===== src/rtl/mws_pkg.sv =====
// Shared types, constants and the microcode table of the mecanum wheel speed limiter.
// Depends on nothing; used by mws_seq, mws_datapath and mecanum_wheel_speed_limiter.
package mws_pkg;

    // Reduction limit and fixed-point constants (factor in Q2.30)
    localparam int                 MAX_REDUCTIONS = 30;
    localparam logic        [31:0] STEP_Q30       = 32'd35791466;
    localparam logic        [31:0] ONE_Q30        = 32'h4000_0000;
    localparam logic signed [63:0] HALF_Q30       = 64'sh0000_0000_2000_0000;
    localparam logic        [63:0] HALF_Q32       = 64'h0000_0000_8000_0000;

    // Configuration register indexes
    localparam logic [1:0] CFG_GEOMETRY   = 2'd0;
    localparam logic [1:0] CFG_INV_RADIUS = 2'd1;
    localparam logic [1:0] CFG_MAX_SPEED  = 2'd2;

    // Register reset values
    localparam logic [15:0] RST_GEOMETRY   = 16'd19661;
    localparam logic [15:0] RST_INV_RADIUS = 16'd5120;
    localparam logic [14:0] RST_MAX_SPEED  = 15'd300;

    // Program layout
    localparam int                PROG_LEN = 28;
    localparam int                PC_W     = $clog2(PROG_LEN);
    localparam logic [PC_W-1:0]   ST_PASS  = PC_W'(0);
    localparam logic [PC_W-1:0]   ST_ZERO  = PC_W'(26);
    localparam logic [PC_W-1:0]   ST_DONE  = PC_W'(27);

    // Reduction count wide enough for any limit up to 63
    typedef logic [5:0] t_rcnt;

    typedef enum logic [2:0] {
        A_NONE, A_MAGX, A_MAGY, A_MAGZ, A_SZ, A_WLO, A_WHI, A_F
    } t_asel;

    typedef enum logic [2:0] {
        B_NONE, B_FLO, B_FHI, B_G, B_R, B_SLO, B_SHI
    } t_bsel;

    typedef enum logic [1:0] {
        SH_0, SH_16, SH_20
    } t_shsel;

    typedef enum logic [1:0] {
        ACC_HOLD, ACC_CLR, ACC_RND, ACC_ADD
    } t_accop;

    typedef enum logic [3:0] {
        DST_NONE, DST_SX, DST_SY, DST_SZ, DST_C, DST_MAG,
        DST_OUT0, DST_OUT1, DST_OUT2, DST_OUT3,
        DST_F, DST_INC, DST_ZERO, DST_DONE
    } t_dst;

    typedef enum logic [2:0] {
        W_NONE, W_1, W_2, W_3, W_4
    } t_wsel;

    typedef enum logic [1:0] {
        JMP_NEXT, JMP_FIT, JMP_LIMIT, JMP_ALWAYS
    } t_jmp;

    // One control word per program step
    typedef struct packed {
        t_asel           a_sel;
        t_bsel           b_sel;
        t_shsel          sh;
        t_accop          acc_op;
        t_dst            dst;
        t_wsel           w_sel;
        logic            fit_clr;
        t_jmp            jmp;
        logic [PC_W-1:0] target;
    } t_ctrl;

    // Datapath flags seen by the sequencer
    typedef struct packed {
        logic fit;
        logic at_limit;
    } t_stat;

    // Microcode table: one pass computes all four wheels, then branch/reduce
    function automatic t_ctrl ucode(input logic [PC_W-1:0] pc);
        t_ctrl c;
        c = '0;
        case (pc)
            // scale vx by the factor, rounded
            5'd0: begin
                c.a_sel = A_MAGX; c.b_sel = B_FLO; c.acc_op = ACC_RND; c.fit_clr = 1'b1;
            end
            5'd1: begin
                c.a_sel = A_MAGX; c.b_sel = B_FHI; c.sh = SH_16; c.acc_op = ACC_ADD;
            end
            // scale vy
            5'd2: begin
                c.a_sel = A_MAGY; c.b_sel = B_FLO; c.acc_op = ACC_RND; c.dst = DST_SX;
            end
            5'd3: begin
                c.a_sel = A_MAGY; c.b_sel = B_FHI; c.sh = SH_16; c.acc_op = ACC_ADD;
            end
            // scale wz
            5'd4: begin
                c.a_sel = A_MAGZ; c.b_sel = B_FLO; c.acc_op = ACC_RND; c.dst = DST_SY;
            end
            5'd5: begin
                c.a_sel = A_MAGZ; c.b_sel = B_FHI; c.sh = SH_16; c.acc_op = ACC_ADD;
            end
            5'd6: begin
                c.dst = DST_SZ;
            end
            // geometry term
            5'd7: begin
                c.a_sel = A_SZ; c.b_sel = B_G; c.acc_op = ACC_CLR;
            end
            5'd8: begin
                c.dst = DST_C;
            end
            5'd9: begin
                c.w_sel = W_1;
            end
            // wheel products, interleaved with magnitude and output steps
            5'd10: begin
                c.a_sel = A_WLO; c.b_sel = B_R; c.acc_op = ACC_CLR;
            end
            5'd11: begin
                c.a_sel = A_WHI; c.b_sel = B_R; c.sh = SH_20; c.acc_op = ACC_ADD;
                c.w_sel = W_2;
            end
            5'd12: begin
                c.a_sel = A_WLO; c.b_sel = B_R; c.acc_op = ACC_CLR; c.dst = DST_MAG;
            end
            5'd13: begin
                c.a_sel = A_WHI; c.b_sel = B_R; c.sh = SH_20; c.acc_op = ACC_ADD;
                c.w_sel = W_3; c.dst = DST_OUT0;
            end
            5'd14: begin
                c.a_sel = A_WLO; c.b_sel = B_R; c.acc_op = ACC_CLR; c.dst = DST_MAG;
            end
            5'd15: begin
                c.a_sel = A_WHI; c.b_sel = B_R; c.sh = SH_20; c.acc_op = ACC_ADD;
                c.w_sel = W_4; c.dst = DST_OUT1;
            end
            5'd16: begin
                c.a_sel = A_WLO; c.b_sel = B_R; c.acc_op = ACC_CLR; c.dst = DST_MAG;
            end
            5'd17: begin
                c.a_sel = A_WHI; c.b_sel = B_R; c.sh = SH_20; c.acc_op = ACC_ADD;
                c.dst = DST_OUT2;
            end
            5'd18: begin
                c.dst = DST_MAG;
            end
            5'd19: begin
                c.dst = DST_OUT3;
            end
            // branch on the fit test and the reduction limit
            5'd20: begin
                c.jmp = JMP_FIT; c.target = ST_DONE;
            end
            5'd21: begin
                c.jmp = JMP_LIMIT; c.target = ST_ZERO;
            end
            // next reduction: count, step, compound the factor
            5'd22: begin
                c.dst = DST_INC;
            end
            5'd23: begin
                c.a_sel = A_F; c.b_sel = B_SLO; c.acc_op = ACC_RND;
            end
            5'd24: begin
                c.a_sel = A_F; c.b_sel = B_SHI; c.sh = SH_16; c.acc_op = ACC_ADD;
            end
            5'd25: begin
                c.dst = DST_F; c.jmp = JMP_ALWAYS; c.target = ST_PASS;
            end
            5'd26: begin
                c.dst = DST_ZERO;
            end
            5'd27: begin
                c.dst = DST_DONE;
            end
            default: begin
                c.dst = DST_DONE;
            end
        endcase
        return c;
    endfunction

endpackage


===== src/rtl/mws_seq.sv =====
// Step counter and program sequencer of the mecanum wheel speed limiter.
// Depends on mws_pkg (control word, status flags, microcode table).
module mws_seq (
    input  logic           i_clk,
    input  logic           i_rst_n,
    input  logic           i_accept,
    input  mws_pkg::t_stat i_stat,
    output mws_pkg::t_ctrl o_ctrl,
    output logic           o_busy,
    output logic           o_valid
);

    typedef enum logic {
        S_IDLE,
        S_RUN
    } t_state;

    t_state                    r_state;
    logic [mws_pkg::PC_W-1:0]  r_pc;
    logic [mws_pkg::PC_W-1:0]  n_pc;
    logic                      r_valid;
    mws_pkg::t_ctrl            rom_word;
    logic                      taken;

    // Fetch the control word for the current step
    always_comb begin
        rom_word = mws_pkg::ucode(r_pc);
    end

    // Resolve the conditional jump
    always_comb begin
        case (rom_word.jmp)
            mws_pkg::JMP_FIT:    taken = i_stat.fit;
            mws_pkg::JMP_LIMIT:  taken = i_stat.at_limit;
            mws_pkg::JMP_ALWAYS: taken = 1'b1;
            default:             taken = 1'b0;
        endcase
        n_pc = taken ? rom_word.target : r_pc + mws_pkg::PC_W'(1);
    end

    // Hold state, step counter and the result strobe
    always_ff @(posedge i_clk) begin
        if (!i_rst_n) begin
            r_state <= S_IDLE;
            r_pc    <= mws_pkg::ST_PASS;
            r_valid <= 1'b0;
        end else begin
            r_valid <= 1'b0;
            case (r_state)
                S_IDLE: begin
                    if (i_accept) begin
                        r_state <= S_RUN;
                        r_pc    <= mws_pkg::ST_PASS;
                    end
                end
                S_RUN: begin
                    if (rom_word.dst == mws_pkg::DST_DONE) begin
                        r_state <= S_IDLE;
                        r_valid <= 1'b1;
                    end else begin
                        r_pc <= n_pc;
                    end
                end
                default: begin
                    r_state <= S_IDLE;
                end
            endcase
        end
    end

    // Idle cycles drive a no-op word
    assign o_ctrl  = (r_state == S_RUN) ? rom_word : '0;
    assign o_busy  = (r_state == S_RUN);
    assign o_valid = r_valid;

endmodule


===== config.mk =====
export PLATFORM = sky130hd
export DESIGN_NAME = mws_seq
export DESIGN_NICKNAME = d
export VERILOG_FILES = /design/src/rtl/mws_pkg.sv /design/src/rtl/mws_seq.sv
export SDC_FILE = /design/constraint.sdc
export NUM_CORES = 1
export LEC_CHECK = 0
export ABC_AREA = 1
export BUFFER_PORTS_ARGS = -buffer_cell sky130_fd_sc_hd__buf_2
export CELL_PAD_IN_SITES_DETAIL_PLACEMENT = 1
export CELL_PAD_IN_SITES_GLOBAL_PLACEMENT = 1
export CORE_MARGIN = 8
export CORE_UTILIZATION = 35
export DETAILED_ROUTE_END_ITERATION = 8
export PLACE_DENSITY_LB_ADDON = 0.1
export SYNTH_ARGS = -nofsm -noshare
export SYNTH_HDL_FRONTEND = slang
export SYNTH_SLANG_ARGS = --single-unit

===== constraint.sdc =====
create_clock -name i_clk -period 2.7 [get_ports i_clk]
set_input_delay 0.54 -clock i_clk [delete_from_list [all_inputs] [get_ports i_clk]]
set_output_delay 0.54 -clock i_clk [all_outputs]
set_load 0.03 [all_outputs]

==> metrics.txt, run 1 <==
# TYPE chip_impl_metric gauge
chip_impl_metric{name="drt_pass1_iterations",unit=""} 4
chip_impl_metric{name="slew_violations",unit=""} 0
chip_impl_info{name="critPathLaunch",value="r_pc[0]$_SDFFE_PN0P_"} 1
chip_impl_metric{name="cts_max_path_buffers",unit=""} 2
chip_impl_metric{name="clock-skew-final",unit="ns"} 0.00290
chip_impl_metric{name="design.die.area",unit="mm^2"} 0.00519
chip_impl_info{name="mostFrequentLayoutCell",value="sky130_fd_sc_hd__nand2_1"} 1
chip_impl_metric{name="final.min_clock_period",unit="ns"} 2.62
chip_impl_metric{name="synth_top_cell_area_share",unit="%"} 12.7
chip_impl_metric{name="worst_hold_path.num_cells",unit=""} 2
chip_impl_metric{name="die_width",unit="um"} 72.1
chip_impl_metric{name="std_cell_rows",unit=""} 20
chip_impl_info{name="cts_tree",value="built"} 1
chip_impl_metric{name="worstPathMaxFanout",unit=""} 8
chip_impl_metric{name="synth.distinct_cells",unit=""} 31
chip_impl_metric{name="routed_via_density",unit=""} 5.20
chip_impl_info{name="criticalPathCategory",value="register to output port"} 1
chip_impl_metric{name="placed_cells",unit=""} 247
chip_impl_metric{name="grt_max_degree",unit=""} 21
chip_impl_metric{name="drt.antenna.violating_nets",unit=""} 0
chip_impl_metric{name="regToRegSetupSlack",unit="ns"} 0.50
chip_impl_metric{name="combinational_power_share",unit="%"} 38.3
chip_impl_metric{name="initialDrtViolationCount",unit=""} 111
chip_impl_metric{name="drcViolationCount",unit=""} 0
chip_impl_info{name="type_of_destination_of_the_critical_path",value="output port"} 1
chip_impl_metric{name="finalSetupViolations",unit=""} 0
chip_impl_metric{name="number_of_global_route_vias_before_repair",unit=""} 1371
chip_impl_metric{name="worst_slew_margin_rel",unit="%"} 52.7
chip_impl_metric{name="p_sw",unit="mW"} 0.129
chip_impl_info{name="regToRegEndpoint",value="r_pc[1]$_SDFFE_PN0P_"} 1
chip_impl_metric{name="area.growth.synth_to_final",unit="%"} 20.4
chip_impl_metric{name="placement.io_buffers",unit=""} 30
chip_impl_metric{name="average_footprint_of_a_synthesized_cell",unit="um^2"} 6.01
chip_impl_metric{name="floorplan.io_pins",unit=""} 32
chip_impl_info{name="min-delay-path-class",value="register to register"} 1
chip_impl_metric{name="routedWlPerCell",unit="um"} 15.2
chip_impl_metric{name="min_period_over_period",unit="%"} 97.0
chip_impl_metric{name="cap_viol_max_count",unit=""} 0
chip_impl_info{name="run_status",value="complete, no violations"} 1
chip_impl_metric{name="clkPwrFrac",unit="%"} 28.2
chip_impl_metric{name="routed-via-count",unit=""} 1322
chip_impl_info{name="timing.critical_path.from_type",value="register"} 1
chip_impl_metric{name="final-instance-count-excl-fill",unit=""} 254
chip_impl_metric{name="clock_sink_count",unit=""} 7
chip_impl_metric{name="drt_wl_total",unit="um"} 3860
chip_impl_metric{name="grt_util_all_layers",unit="%"} 14.9
chip_impl_metric{name="power_switching_share",unit="%"} 39.0
chip_impl_metric{name="design_internal_power",unit="mW"} 0.202
chip_impl_metric{name="power.share.sequential",unit="%"} 33.5
chip_impl_metric{name="hold_buffers",unit=""} 0
chip_impl_info{name="rsz0062_at_grt",value="false"} 1
chip_impl_metric{name="overflow",unit=""} 0
chip_impl_metric{name="timing_worst_slew_pin_value",unit="ns"} 0.708
chip_impl_info{name="cts_root_buffer",value="sky130_fd_sc_hd__clkbuf_4"} 1
chip_impl_info{name="synth.area.top_cells",value="sky130_fd_sc_hd__dfxtp_1 (13%), sky130_fd_sc_hd__nand2_1 (11%), sky130_fd_sc_hd__nand3_1 (9.1%)"} 1
chip_impl_metric{name="finish.net_count",unit=""} 221
chip_impl_metric{name="start_util",unit="%"} 36.3
chip_impl_metric{name="yosys_synthesis_warning_count",unit=""} 0
chip_impl_metric{name="cp_data_required_time",unit="ns"} 2.16
chip_impl_metric{name="postSynthRegisterBits",unit=""} 7
chip_impl_metric{name="final_core_utilization",unit="%"} 43.7
chip_impl_metric{name="netlist_instances",unit=""} 183
chip_impl_info{name="capture_endpoint_of_the_worst_hold_path",value="r_pc[0]$_SDFFE_PN0P_"} 1
chip_impl_metric{name="worst_r2r_path_depth",unit=""} 16
chip_impl_metric{name="arrival",unit="ns"} 2.08
chip_impl_metric{name="setup_total_negative_slack",unit="ns"} 0
chip_impl_info{name="primary_ff_master_synth",value="sky130_fd_sc_hd__dfxtp_1"} 1
chip_impl_metric{name="power.leakage",unit="nW"} 0.713
chip_impl_metric{name="core-area",unit="mm^2"} 0.00303
chip_impl_metric{name="antenna-diode-count",unit=""} 0
chip_impl_metric{name="max_freq",unit="GHz"} 0.382
chip_impl_metric{name="layout-drive-gt1-share",unit="%"} 34.3
chip_impl_metric{name="die_h",unit="um"} 72.1
chip_impl_metric{name="clock_latency",unit="ns"} 0.25
chip_impl_info{name="synth_top_cell_by_area",value="sky130_fd_sc_hd__dfxtp_1"} 1
chip_impl_info{name="worst_hold_startpoint",value="r_pc[0]$_SDFFE_PN0P_"} 1
chip_impl_metric{name="powerDensity",unit="mW/mm^2"} 250
chip_impl_info{name="layout_common_cells",value="sky130_fd_sc_hd__nand2_1 (32), sky130_fd_sc_hd__buf_2 (27), sky130_fd_sc_hd__nor2_1 (20), sky130_fd_sc_hd__nand3_1 (20), sky130_fd_sc_hd__inv_1 (15)"} 1
chip_impl_metric{name="numCtsBuffers",unit=""} 3
chip_impl_metric{name="net_count_after_synthesis",unit=""} 193
chip_impl_metric{name="gp_congestion",unit=""} 0.879
chip_impl_metric{name="cts_clock_pin_slew_for_the_worst_setup_and_hold_paths",unit="ns"} 0.05
chip_impl_metric{name="netlist_area",unit="mm^2"} 0.00110
chip_impl_metric{name="ctsHtreeMaxLevel",unit=""} 1
chip_impl_metric{name="grt_first_pass_wirelength",unit="um"} 6330
chip_impl_metric{name="place_hpwl",unit="um"} 2950
chip_impl_metric{name="number_of_antenna_violations_at_the_first_check_in_global_routing",unit=""} 0
chip_impl_metric{name="seq_area_frac_synth",unit="%"} 12.7
chip_impl_metric{name="vdd.ir_drop.worst",unit="mV"} 0.248
chip_impl_metric{name="number_of_enable_type_register_cells_in_the_synthesized_netlist",unit=""} 0
chip_impl_info{name="worst_r2r_startpoint",value="r_pc[0]$_SDFFE_PN0P_"} 1
chip_impl_metric{name="timing.final.hold_violations",unit=""} 0
chip_impl_metric{name="postSynth.asyncResetShare",unit="%"} 0
## cells by family after synthesis
group | Yosys count | share of synthesized area, %
other | 1 | 0.341
AOI/OAI and AO/OA | 30 | 15.9
xor gates and xnor gates | 1 | 0.797
and+or+nand+nor | 106 | 47.6
adders and majority gates | 5 | 5.69
buffers and inverters | 33 | 17.0
DFF | 7 | 12.7
## Yosys cell counts (all sizes together), types with 2 or more instances
library cell,instances
a21oi,17
a31oi,3
a41oi,2
buf,10
clkbuf,3
dfxtp,7
ha,5
inv,20
nand2,37
nand3,21
nand4,12
nor2,26
nor3,7
o211ai,3
o21ai,4
## registers in the layout, indices dropped and copies added, names as in the netlist
signal,count
o_busy,1
o_valid,1
r_pc,5
## power by group through the flow
| stage | logic (mW) | registers, mW | clock network, mW |
|---|---|---|---|
| final | 0.127 | 0.111 | 0.0935 |
| after global routing | 0.139 | 0.111 | 0.101 |
| after CTS | 0.120 | 0.110 | 0.0987 |
| after detailed placement | 0.118 | 0.112 | 0 |
| after global placement | 0.116 | 0.112 | 0 |
| after floorplan | 0.0902 | 0.115 | 0 |
## worst max-delay path, stage by stage, from the launching register on
cell	delay [ns]
sky130_fd_sc_hd__dfxtp_2	0.34
sky130_fd_sc_hd__inv_1	0.11
sky130_fd_sc_hd__ha_2	0.29
sky130_fd_sc_hd__inv_1	0.09
sky130_fd_sc_hd__nand2_1	0.10
sky130_fd_sc_hd__a21oi_1	0.07
sky130_fd_sc_hd__o21ai_0	0.29
sky130_fd_sc_hd__inv_1	0.13
sky130_fd_sc_hd__a31oi_1	0.17
sky130_fd_sc_hd__buf_2	0.23
## per-stage QoR
step | cell area (um^2) | setup slack [ns] | hold WS (ns) | total power [mW]
after floorplan | 1100 | 0.281 | 0.501 | 0.205
after global placement | 1220 | 0.296 | 0.520 | 0.227
after detailed placement | 1220 | 0.227 | 0.539 | 0.230
after CTS | 1260 | 0.0177 | 0.548 | 0.329
after global routing | 1320 | 0.0255 | 0.556 | 0.351
final | 1320 | 0.0811 | 0.516 | 0.331
## area by class of cell
cell class / count / area [um^2]
fill: 432 / 1700
multi-input combinational: 143 / 816
timing repair buffer: 36 / 206
sequential: 7 / 145
inverter: 20 / 75.1
tap: 44 / 55.1
clock buffer: 4 / 26.3
## repair_timing
| item | CTS | global route |
|---|---|---|
| setup endpoints to repair | 3 | 10 |
| buffers inserted | 0 | 3 |
| pin swaps | 0 | 2 |
| hold endpoints to repair | 0 | 0 |
| gates resized for setup | 6 | 16 |
## routing by layer
metal	wire (um)	vias to the layer above	global-route usage (%)
met4	11	0	5.22
met1	1670	623	17.6
met2	2060	23	26.6
li1	-	672	-
met5	0	-	0
met3	109	4	1.79
## worst max-delay path by stage
stage                             to  slack [ns]  cells past startpoint
final                     o_ctrl[24]        0.08                      9
after global routing      o_ctrl[15]        0.03                      9
after CTS                 o_ctrl[13]        0.02                     10
after detailed placement  o_ctrl[13]        0.23                     10
after global placement    o_ctrl[13]        0.30                     10
after floorplan           o_ctrl[11]        0.28                     11
Power figures use the tool's default switching activity.
==> inputs of run 2 (changes only) <==
--- a/config.mk
+++ b/config.mk
@@ -10,8 +10,9 @@
 export CELL_PAD_IN_SITES_DETAIL_PLACEMENT = 1
 export CELL_PAD_IN_SITES_GLOBAL_PLACEMENT = 1
 export CORE_MARGIN = 8
-export CORE_UTILIZATION = 35
+export CORE_UTILIZATION = 31
 export DETAILED_ROUTE_END_ITERATION = 8
+export MAX_ROUTING_LAYER = met4
 export PLACE_DENSITY_LB_ADDON = 0.1
 export SYNTH_ARGS = -nofsm -noshare
 export SYNTH_HDL_FRONTEND = slang
==> constraint.sdc (replaced) <==
create_clock -name i_clk -period 2.4 [get_ports i_clk]
set_input_delay 0.48 -clock i_clk [delete_from_list [all_inputs] [get_ports i_clk]]
set_output_delay 0.48 -clock i_clk [all_outputs]
set_load 0.03 [all_outputs]
==> run 2 against run 1 <==
- worst hold slack better by 0.0061 ns
- largest cell class unchanged
- global-route usage up 1.8 points
- critical path type unchanged
- routed wire length up 16%
- die area up 10%
- design area up 20%
- clock power up 24%
- sequential cell count unchanged
- non-clock buffer count up 18
- sequential power up 9.9%
- critical path depth up 1
==> metrics.txt, run 2 (synthesis results as in run 1) <==
# TYPE chip_impl_metric gauge
chip_impl_info{name="run_status",value="complete, no violations"} 1
chip_impl_metric{name="drt_pass1_iterations",unit=""} 4
chip_impl_metric{name="cp_data_required_time",unit="ns"} 1.92
chip_impl_metric{name="die_h",unit="um"} 75.6
chip_impl_metric{name="vdd.ir_drop.worst",unit="mV"} 0.202
chip_impl_info{name="timing.critical_path.from_type",value="register"} 1
chip_impl_metric{name="regToRegSetupSlack",unit="ns"} 0.26
chip_impl_metric{name="power.leakage",unit="nW"} 0.841
chip_impl_metric{name="cts_max_path_buffers",unit=""} 2
chip_impl_metric{name="die_width",unit="um"} 75.6
chip_impl_metric{name="routedWlPerCell",unit="um"} 16.3
chip_impl_info{name="min-delay-path-class",value="register to register"} 1
chip_impl_metric{name="numCtsBuffers",unit=""} 3
chip_impl_metric{name="drt.antenna.violating_nets",unit=""} 0
chip_impl_info{name="mostFrequentLayoutCell",value="sky130_fd_sc_hd__nand2_1"} 1
chip_impl_info{name="layout_common_cells",value="sky130_fd_sc_hd__nand2_1 (32), sky130_fd_sc_hd__buf_4 (25), sky130_fd_sc_hd__buf_2 (24)"} 1
chip_impl_metric{name="placed_cells",unit=""} 261
chip_impl_metric{name="min_period_over_period",unit="%"} 99.8
chip_impl_metric{name="clock_sink_count",unit=""} 7
chip_impl_metric{name="layout.cell_area.non_filler",unit="mm^2"} 0.00159
chip_impl_metric{name="grt_util_all_layers",unit="%"} 16.6
chip_impl_metric{name="cts_clock_pin_slew_for_the_worst_setup_and_hold_paths",unit="ns"} 0.06
chip_impl_metric{name="power.share.sequential",unit="%"} 29.7
chip_impl_info{name="criticalPathCategory",value="register to output port"} 1
chip_impl_metric{name="combinational_power_share",unit="%"} 42.1
chip_impl_metric{name="design.die.area",unit="mm^2"} 0.00571
chip_impl_metric{name="routed_via_density",unit=""} 5.30
chip_impl_metric{name="clock_latency",unit="ns"} 0.27
chip_impl_metric{name="worst_slew_margin_rel",unit="%"} 51.7
chip_impl_metric{name="core-area",unit="mm^2"} 0.00336
chip_impl_info{name="rsz0062_at_grt",value="true"} 1
chip_impl_metric{name="clock-skew-final",unit="ns"} 0.00610
chip_impl_metric{name="start_util",unit="%"} 32.7
chip_impl_metric{name="grt_first_pass_wirelength",unit="um"} 7210
chip_impl_info{name="cts_tree",value="built"} 1
chip_impl_metric{name="hold_buffers",unit=""} 0
chip_impl_metric{name="overflow",unit=""} 0
chip_impl_metric{name="worstPathMaxFanout",unit=""} 8
chip_impl_metric{name="initialDrtViolationCount",unit=""} 102
chip_impl_metric{name="number_of_global_route_vias_before_repair",unit=""} 1542
chip_impl_info{name="critPathLaunch",value="r_pc[1]$_SDFFE_PN0P_"} 1
chip_impl_metric{name="max_freq",unit="GHz"} 0.418
chip_impl_metric{name="drcViolationCount",unit=""} 0
chip_impl_metric{name="cap_viol_max_count",unit=""} 0
chip_impl_metric{name="drt_wl_total",unit="um"} 4480
chip_impl_metric{name="grt_max_degree",unit=""} 21
chip_impl_info{name="type_of_destination_of_the_critical_path",value="output port"} 1
chip_impl_metric{name="final-instance-count-excl-fill",unit=""} 274
chip_impl_metric{name="finish.net_count",unit=""} 239
chip_impl_metric{name="floorplan.io_pins",unit=""} 32
chip_impl_metric{name="ctsHtreeMaxLevel",unit=""} 1
chip_impl_metric{name="power_switching_share",unit="%"} 40.9
chip_impl_metric{name="number_of_antenna_violations_at_the_first_check_in_global_routing",unit=""} 0
chip_impl_metric{name="std_cell_rows",unit=""} 21
chip_impl_metric{name="slew_violations",unit=""} 0
chip_impl_metric{name="area.growth.synth_to_final",unit="%"} 44.1
chip_impl_metric{name="p_sw",unit="mW"} 0.168
chip_impl_metric{name="final.min_clock_period",unit="ns"} 2.39
chip_impl_metric{name="placed_cell_area",unit="mm^2"} 0.00131
chip_impl_metric{name="placement.io_buffers",unit=""} 30
chip_impl_metric{name="timing_worst_slew_pin_value",unit="ns"} 0.724
chip_impl_metric{name="number_of_flip_flops_under_the_largest_register_name",unit=""} 5
chip_impl_metric{name="place_hpwl",unit="um"} 3350
chip_impl_metric{name="antenna-diode-count",unit=""} 0
chip_impl_info{name="largest_register",value="r_pc"} 1
chip_impl_metric{name="design_internal_power",unit="mW"} 0.243
chip_impl_metric{name="routed-via-count",unit=""} 1453
chip_impl_metric{name="clkPwrFrac",unit="%"} 28.2
chip_impl_metric{name="arrival",unit="ns"} 1.91
chip_impl_metric{name="layout-drive-gt1-share",unit="%"} 46.1
chip_impl_info{name="worst_setup_path_endpoint",value="o_ctrl[14]"} 1
chip_impl_metric{name="gp_congestion",unit=""} 0.979
chip_impl_metric{name="finalSetupViolations",unit=""} 0
chip_impl_metric{name="powerDensity",unit="mW/mm^2"} 260
chip_impl_info{name="cts_root_buffer",value="sky130_fd_sc_hd__clkbuf_4"} 1
chip_impl_info{name="worst_r2r_startpoint",value="r_pc[1]$_SDFFE_PN0P_"} 1
chip_impl_info{name="regToRegEndpoint",value="r_pc[0]$_SDFFE_PN0P_"} 1
chip_impl_metric{name="final_core_utilization",unit="%"} 47.1
chip_impl_metric{name="worst_r2r_path_depth",unit=""} 14
chip_impl_metric{name="timing.final.hold_violations",unit=""} 0
[run 2: metrics by stage]
step / hold slack (ns) / total power [mW] / setup TNS [ns] / setup WS (ns)
4_1_cts: 0.519 / 0.402 / 0 / 0.00229
2_1_floorplan: 0.501 / 0.230 / 0 / 0.0408
6_report: 0.522 / 0.412 / 0 / 0.00599
3_3_place_gp: 0.499 / 0.264 / 0 / 0.105
5_1_grt: 0.567 / 0.433 / -0.300 / -0.0877
3_5_place_dp: 0.511 / 0.268 / 0 / 0.0144
[run 2: worst min path at each step]
| stage | from | end | slack [ns] | cells past startpoint |
|---|---|---|---|---|
| 5_1_grt | r_pc[4]$_SDFFE_PN0P_ | r_pc[4]$_SDFFE_PN0P_ | 0.57 | 2 |
| 4_1_cts | r_pc[4]$_SDFFE_PN0P_ | r_pc[4]$_SDFFE_PN0P_ | 0.52 | 2 |
| 3_3_place_gp | r_pc[4]$_SDFFE_PN0P_ | r_pc[4]$_SDFFE_PN0P_ | 0.50 | 2 |
| 3_5_place_dp | r_pc[4]$_SDFFE_PN0P_ | r_pc[4]$_SDFFE_PN0P_ | 0.51 | 2 |
| 2_1_floorplan | r_pc[1]$_SDFFE_PN0P_ | r_pc[1]$_SDFFE_PN0P_ | 0.50 | 2 |
| 6_report | r_pc[4]$_SDFFE_PN0P_ | r_pc[4]$_SDFFE_PN0P_ | 0.52 | 2 |
[run 2: repair_timing]
action	in CTS	in global routing
gates cloned	0	0
setup buffers	7	2
gates resized for setup	32	25
pin swaps	6	8
setup endpoints to repair	12	11
[run 2: routing by layer]
layer  up-vias  share of wire, %  GRT usage, %
li1        707                 -             -
met1       706                46          20.2
met2        38                49          27.7
met3         2               4.3          3.03
met4         0              0.31          3.84
met5         -                 0             -
[run 2: area by class of cell]
cell class              instances  area [um^2]
repair buffers                 54          364
inverters                      20         80.1
well taps                      46         57.6
clock buffers                   4         26.3
fillers                       477         1780
multi-input cells             143          903
flip-flops and latches          7          154
[run 2: power by group through the flow]
stage / Combinational [mW] / Sequential (mW) / Clock, mW
floorplan: 0.101 / 0.129 / 0
global placement: 0.139 / 0.126 / 0
detailed placement: 0.143 / 0.126 / 0
CTS: 0.166 / 0.123 / 0.114
global route: 0.186 / 0.123 / 0.124
finish: 0.173 / 0.122 / 0.116
[run 2: worst max-delay path, cell delays in order (launching register included)]
cell	delay, ns
sky130_fd_sc_hd__dfxtp_4	0.38
sky130_fd_sc_hd__inv_2	0.07
sky130_fd_sc_hd__ha_4	0.20
sky130_fd_sc_hd__nand4_1	0.16
sky130_fd_sc_hd__nand2_1	0.07
sky130_fd_sc_hd__nor2_1	0.15
sky130_fd_sc_hd__nand2_1	0.07
sky130_fd_sc_hd__nor2_1	0.12
sky130_fd_sc_hd__nand2_2	0.11
sky130_fd_sc_hd__a21oi_2	0.16
sky130_fd_sc_hd__buf_6	0.15
==> inputs of run 3 (changes only) <==
--- a/config.mk
+++ b/config.mk
@@ -13,7 +13,7 @@
 export CORE_UTILIZATION = 31
 export DETAILED_ROUTE_END_ITERATION = 8
 export MAX_ROUTING_LAYER = met4
-export PLACE_DENSITY_LB_ADDON = 0.1
+export PLACE_DENSITY_LB_ADDON = 0.08
 export SYNTH_ARGS = -nofsm -noshare
 export SYNTH_HDL_FRONTEND = slang
 export SYNTH_SLANG_ARGS = --single-unit
==> run 3 against run 2 <==
- the flow now finishes with violations (setup timing)
- clock-buffer cell count is the same
- clock skew hardly changed
- clock power hardly changed
- highest routed layer unchanged
- die area is the same
- via count rose by 1.5%
- largest cell class unchanged
- critical path depth increased by 1
==> metrics.txt, run 3 (synthesis results as in run 1) <==
# TYPE chip_impl_metric gauge
chip_impl_info{name="run_status",value="complete, but fails checks"} 1
chip_impl_info{name="violated_checks",value="setup timing"} 1
chip_impl_info{name="largest_register",value="r_pc"} 1
chip_impl_info{name="min-delay-path-class",value="input pin to register"} 1
chip_impl_metric{name="drcViolationCount",unit=""} 0
chip_impl_info{name="cts_tree",value="built"} 1
chip_impl_metric{name="placement.io_buffers",unit=""} 30
chip_impl_metric{name="worst_slew_margin_rel",unit="%"} 52.9
chip_impl_metric{name="routed-via-count",unit=""} 1475
chip_impl_info{name="cell_breakdown_of_the_critical_path",value="buf_6 > ha_4 > buf_6 > nand3_4 > nand2_4 > nor2_4 > nand2_2 > nor2_2 > nand2_2 > a21oi_2 > buf_6"} 1
chip_impl_metric{name="routedWlPerCell",unit="um"} 17.0
chip_impl_metric{name="vdd.ir_drop.worst",unit="mV"} 0.179
chip_impl_metric{name="numCtsBuffers",unit=""} 3
chip_impl_metric{name="clock-skew-final",unit="ns"} 0.00626
chip_impl_metric{name="std_cell_rows",unit=""} 21
chip_impl_metric{name="drt_pass1_iterations",unit=""} 5
chip_impl_metric{name="layout-drive-gt1-share",unit="%"} 46.6
chip_impl_metric{name="critPathMaxStageDelay",unit="ns"} 0.37
chip_impl_metric{name="grt_first_pass_wirelength",unit="um"} 7150
chip_impl_metric{name="cts_max_path_buffers",unit=""} 2
chip_impl_metric{name="slew_violations",unit=""} 0
chip_impl_metric{name="start_util",unit="%"} 32.7
chip_impl_metric{name="design.die.area",unit="mm^2"} 0.00571
chip_impl_metric{name="gp_congestion",unit=""} 0.971
chip_impl_metric{name="area.growth.synth_to_final",unit="%"} 51.1
chip_impl_metric{name="worstPathMaxFanout",unit=""} 6
chip_impl_metric{name="cp_data_required_time",unit="ns"} 1.92
chip_impl_info{name="regToRegEndpoint",value="r_pc[3]$_SDFFE_PN0P_"} 1
chip_impl_metric{name="ctsHtreeMaxLevel",unit=""} 1
chip_impl_metric{name="number_of_antenna_violations_at_the_first_check_in_global_routing",unit=""} 0
chip_impl_metric{name="number_of_flip_flops_under_the_largest_register_name",unit=""} 5
chip_impl_info{name="cpMaxStageDelayCell",value="sky130_fd_sc_hd__dfxtp_4"} 1
chip_impl_info{name="critPathLaunch",value="r_pc[0]$_SDFFE_PN0P_"} 1
chip_impl_metric{name="regToRegSetupSlack",unit="ns"} 0.23
chip_impl_metric{name="worst_r2r_path_depth",unit=""} 15
chip_impl_info{name="type_of_destination_of_the_critical_path",value="output port"} 1
chip_impl_info{name="layout_common_cells",value="sky130_fd_sc_hd__nand2_1 (29), sky130_fd_sc_hd__buf_4 (28), sky130_fd_sc_hd__buf_2 (24)"} 1
chip_impl_info{name="criticalPathCategory",value="register to output port"} 1
chip_impl_metric{name="worst-path-stages",unit=""} 11
chip_impl_metric{name="cts_clock_pin_slew_for_the_worst_setup_and_hold_paths",unit="ns"} 0.06
chip_impl_metric{name="final-instance-count-excl-fill",unit=""} 278
chip_impl_info{name="mostFrequentLayoutCell",value="sky130_fd_sc_hd__nand2_1"} 1
chip_impl_info{name="timing.critical_path.from_type",value="register"} 1
chip_impl_metric{name="final_core_utilization",unit="%"} 49.4
chip_impl_metric{name="core-area",unit="mm^2"} 0.00336
chip_impl_info{name="path_common_cell",value="sky130_fd_sc_hd__buf_6"} 1
chip_impl_metric{name="finish.net_count",unit=""} 243
chip_impl_metric{name="layout_setup_ws",unit="ns"} -0.0544
chip_impl_metric{name="grt_util_all_layers",unit="%"} 16.6
chip_impl_metric{name="min_period_over_period",unit="%"} 102
chip_impl_metric{name="number_of_global_route_vias_before_repair",unit=""} 1546
chip_impl_metric{name="critical_path.n_buffers_inverters",unit=""} 3
chip_impl_info{name="rsz0062_at_grt",value="true"} 1
chip_impl_metric{name="drt_wl_total",unit="um"} 4720
chip_impl_metric{name="powerDensity",unit="mW/mm^2"} 252
chip_impl_metric{name="final.min_clock_period",unit="ns"} 2.45
chip_impl_metric{name="routed_via_density",unit=""} 5.31
chip_impl_metric{name="initialDrtViolationCount",unit=""} 46
chip_impl_metric{name="drt.antenna.violating_nets",unit=""} 0
chip_impl_metric{name="timing_worst_slew_pin_value",unit="ns"} 0.706
chip_impl_metric{name="overflow",unit=""} 0
chip_impl_info{name="capture_endpoint_of_the_worst_hold_path",value="r_pc[0]$_SDFFE_PN0P_"} 1
chip_impl_metric{name="layout.cell_area.non_filler",unit="mm^2"} 0.00166
chip_impl_info{name="delay_heaviest_family_cp",value="simple AND/OR/NAND/NOR gates"} 1
chip_impl_info{name="worst_r2r_startpoint",value="r_pc[0]$_SDFFE_PN0P_"} 1
chip_impl_metric{name="floorplan.io_pins",unit=""} 32
chip_impl_metric{name="die_h",unit="um"} 75.6
chip_impl_metric{name="clock_sink_count",unit=""} 7
chip_impl_metric{name="arrival",unit="ns"} 1.97
chip_impl_metric{name="placed_cells",unit=""} 261
chip_impl_info{name="worst_hold_startpoint",value="i_rst_n"} 1
chip_impl_metric{name="cap_viol_max_count",unit=""} 0
chip_impl_metric{name="place_hpwl",unit="um"} 3260
chip_impl_metric{name="finalSetupViolations",unit=""} 3
chip_impl_metric{name="placed_cell_area",unit="mm^2"} 0.00131
chip_impl_metric{name="placement.setup.worst_slack",unit="ns"} -0.0171
chip_impl_metric{name="power.leakage",unit="nW"} 0.865
chip_impl_info{name="cts_root_buffer",value="sky130_fd_sc_hd__clkbuf_4"} 1
chip_impl_metric{name="antenna-diode-count",unit=""} 0
chip_impl_metric{name="grt_max_degree",unit=""} 21
chip_impl_metric{name="worst_hold_path.num_cells",unit=""} 3
chip_impl_metric{name="timing.final.hold_violations",unit=""} 0
chip_impl_metric{name="max_freq",unit="GHz"} 0.407
chip_impl_metric{name="die_width",unit="um"} 75.6
chip_impl_metric{name="hold_buffers",unit=""} 0
chip_impl_metric{name="clock_latency",unit="ns"} 0.27
run 3: cell types whose count changed in the layout (fill, tap and decap cells not counted), moves of 3 or more:
cell,change
sky130_fd_sc_hd__nand3_2,-3
sky130_fd_sc_hd__nor2_4,+3
sky130_fd_sc_hd__nor2_2,-3
sky130_fd_sc_hd__inv_2,-4
sky130_fd_sc_hd__nand2_2,+3
sky130_fd_sc_hd__nand2_1,-3
sky130_fd_sc_hd__buf_4,+3
run 3: worst reg2reg max path, stage by stage (launching register included):
cell and delay (ns):
sky130_fd_sc_hd__dfxtp_4 0.37, sky130_fd_sc_hd__buf_6 0.12, sky130_fd_sc_hd__ha_4 0.19, sky130_fd_sc_hd__buf_6 0.13, sky130_fd_sc_hd__nand3_4 0.09, sky130_fd_sc_hd__nand2_4 0.07, sky130_fd_sc_hd__nor2_4 0.13, sky130_fd_sc_hd__nand2_2 0.06
sky130_fd_sc_hd__nor2_2 0.09, sky130_fd_sc_hd__nand2_2 0.12, sky130_fd_sc_hd__buf_4 0.16, sky130_fd_sc_hd__o21ai_2 0.07, sky130_fd_sc_hd__nand3_4 0.15, sky130_fd_sc_hd__nand2_4 0.13, sky130_fd_sc_hd__nand3_1 0.07, sky130_fd_sc_hd__a21oi_1 0.14
run 3: worst max path at each step:
stage,end
after floorplan,o_ctrl[11]
after global placement,o_ctrl[13]
after detailed placement,o_ctrl[14]
after CTS,o_ctrl[14]
after global routing,o_ctrl[14]
final,o_ctrl[14]
run 3: report_power, final:
part / total (mW) / internal [mW] / leakage (nW) / switching [mW]
combinational: 0.181 / 0.0693 / 0.791 / 0.112
sequential: 0.124 / 0.118 / 0.0597 / 0.00540
clock: 0.114 / 0.0639 / 0.0150 / 0.0501
total: 0.419 / 0.251 / 0.865 / 0.168
run 3: metrics by stage:
stage	setup TNS, ns	power [mW]	hold WS [ns]
final	-0.136	0.419	0.553
after global routing	-0.645	0.444	0.564
after CTS	-0.0240	0.409	0.541
after detailed placement	-0.0301	0.266	0.550
after global placement	0	0.262	0.527
after floorplan	0	0.230	0.501
run 3: layout make-up:
class	instances	area [um^2]
Fill cell	466	1700
Multi-Input combinational cell	143	942
Timing Repair Buffer	58	398
Sequential cell	7	153
Inverter	20	85.1
Tap cell	46	57.6
Clock buffer	4	26.3
run 3: repair_timing:
action                     4_1_cts  5_1_grt
pin swaps                        5       13
gates resized for setup         41       27
setup endpoints to repair       16       10
setup buffers                    7        6
gates cloned                     0        0
run 3: routing by layer:
layer | up-vias | part of all wire (%) | global-route usage, %
li1 | 716 | - | -
met1 | 706 | 42 | 18.4
met2 | 46 | 52 | 29.1
met3 | 7 | 4.3 | 3.03
met4 | 0 | 1.5 | 5.33
met5 | - | 0 | -
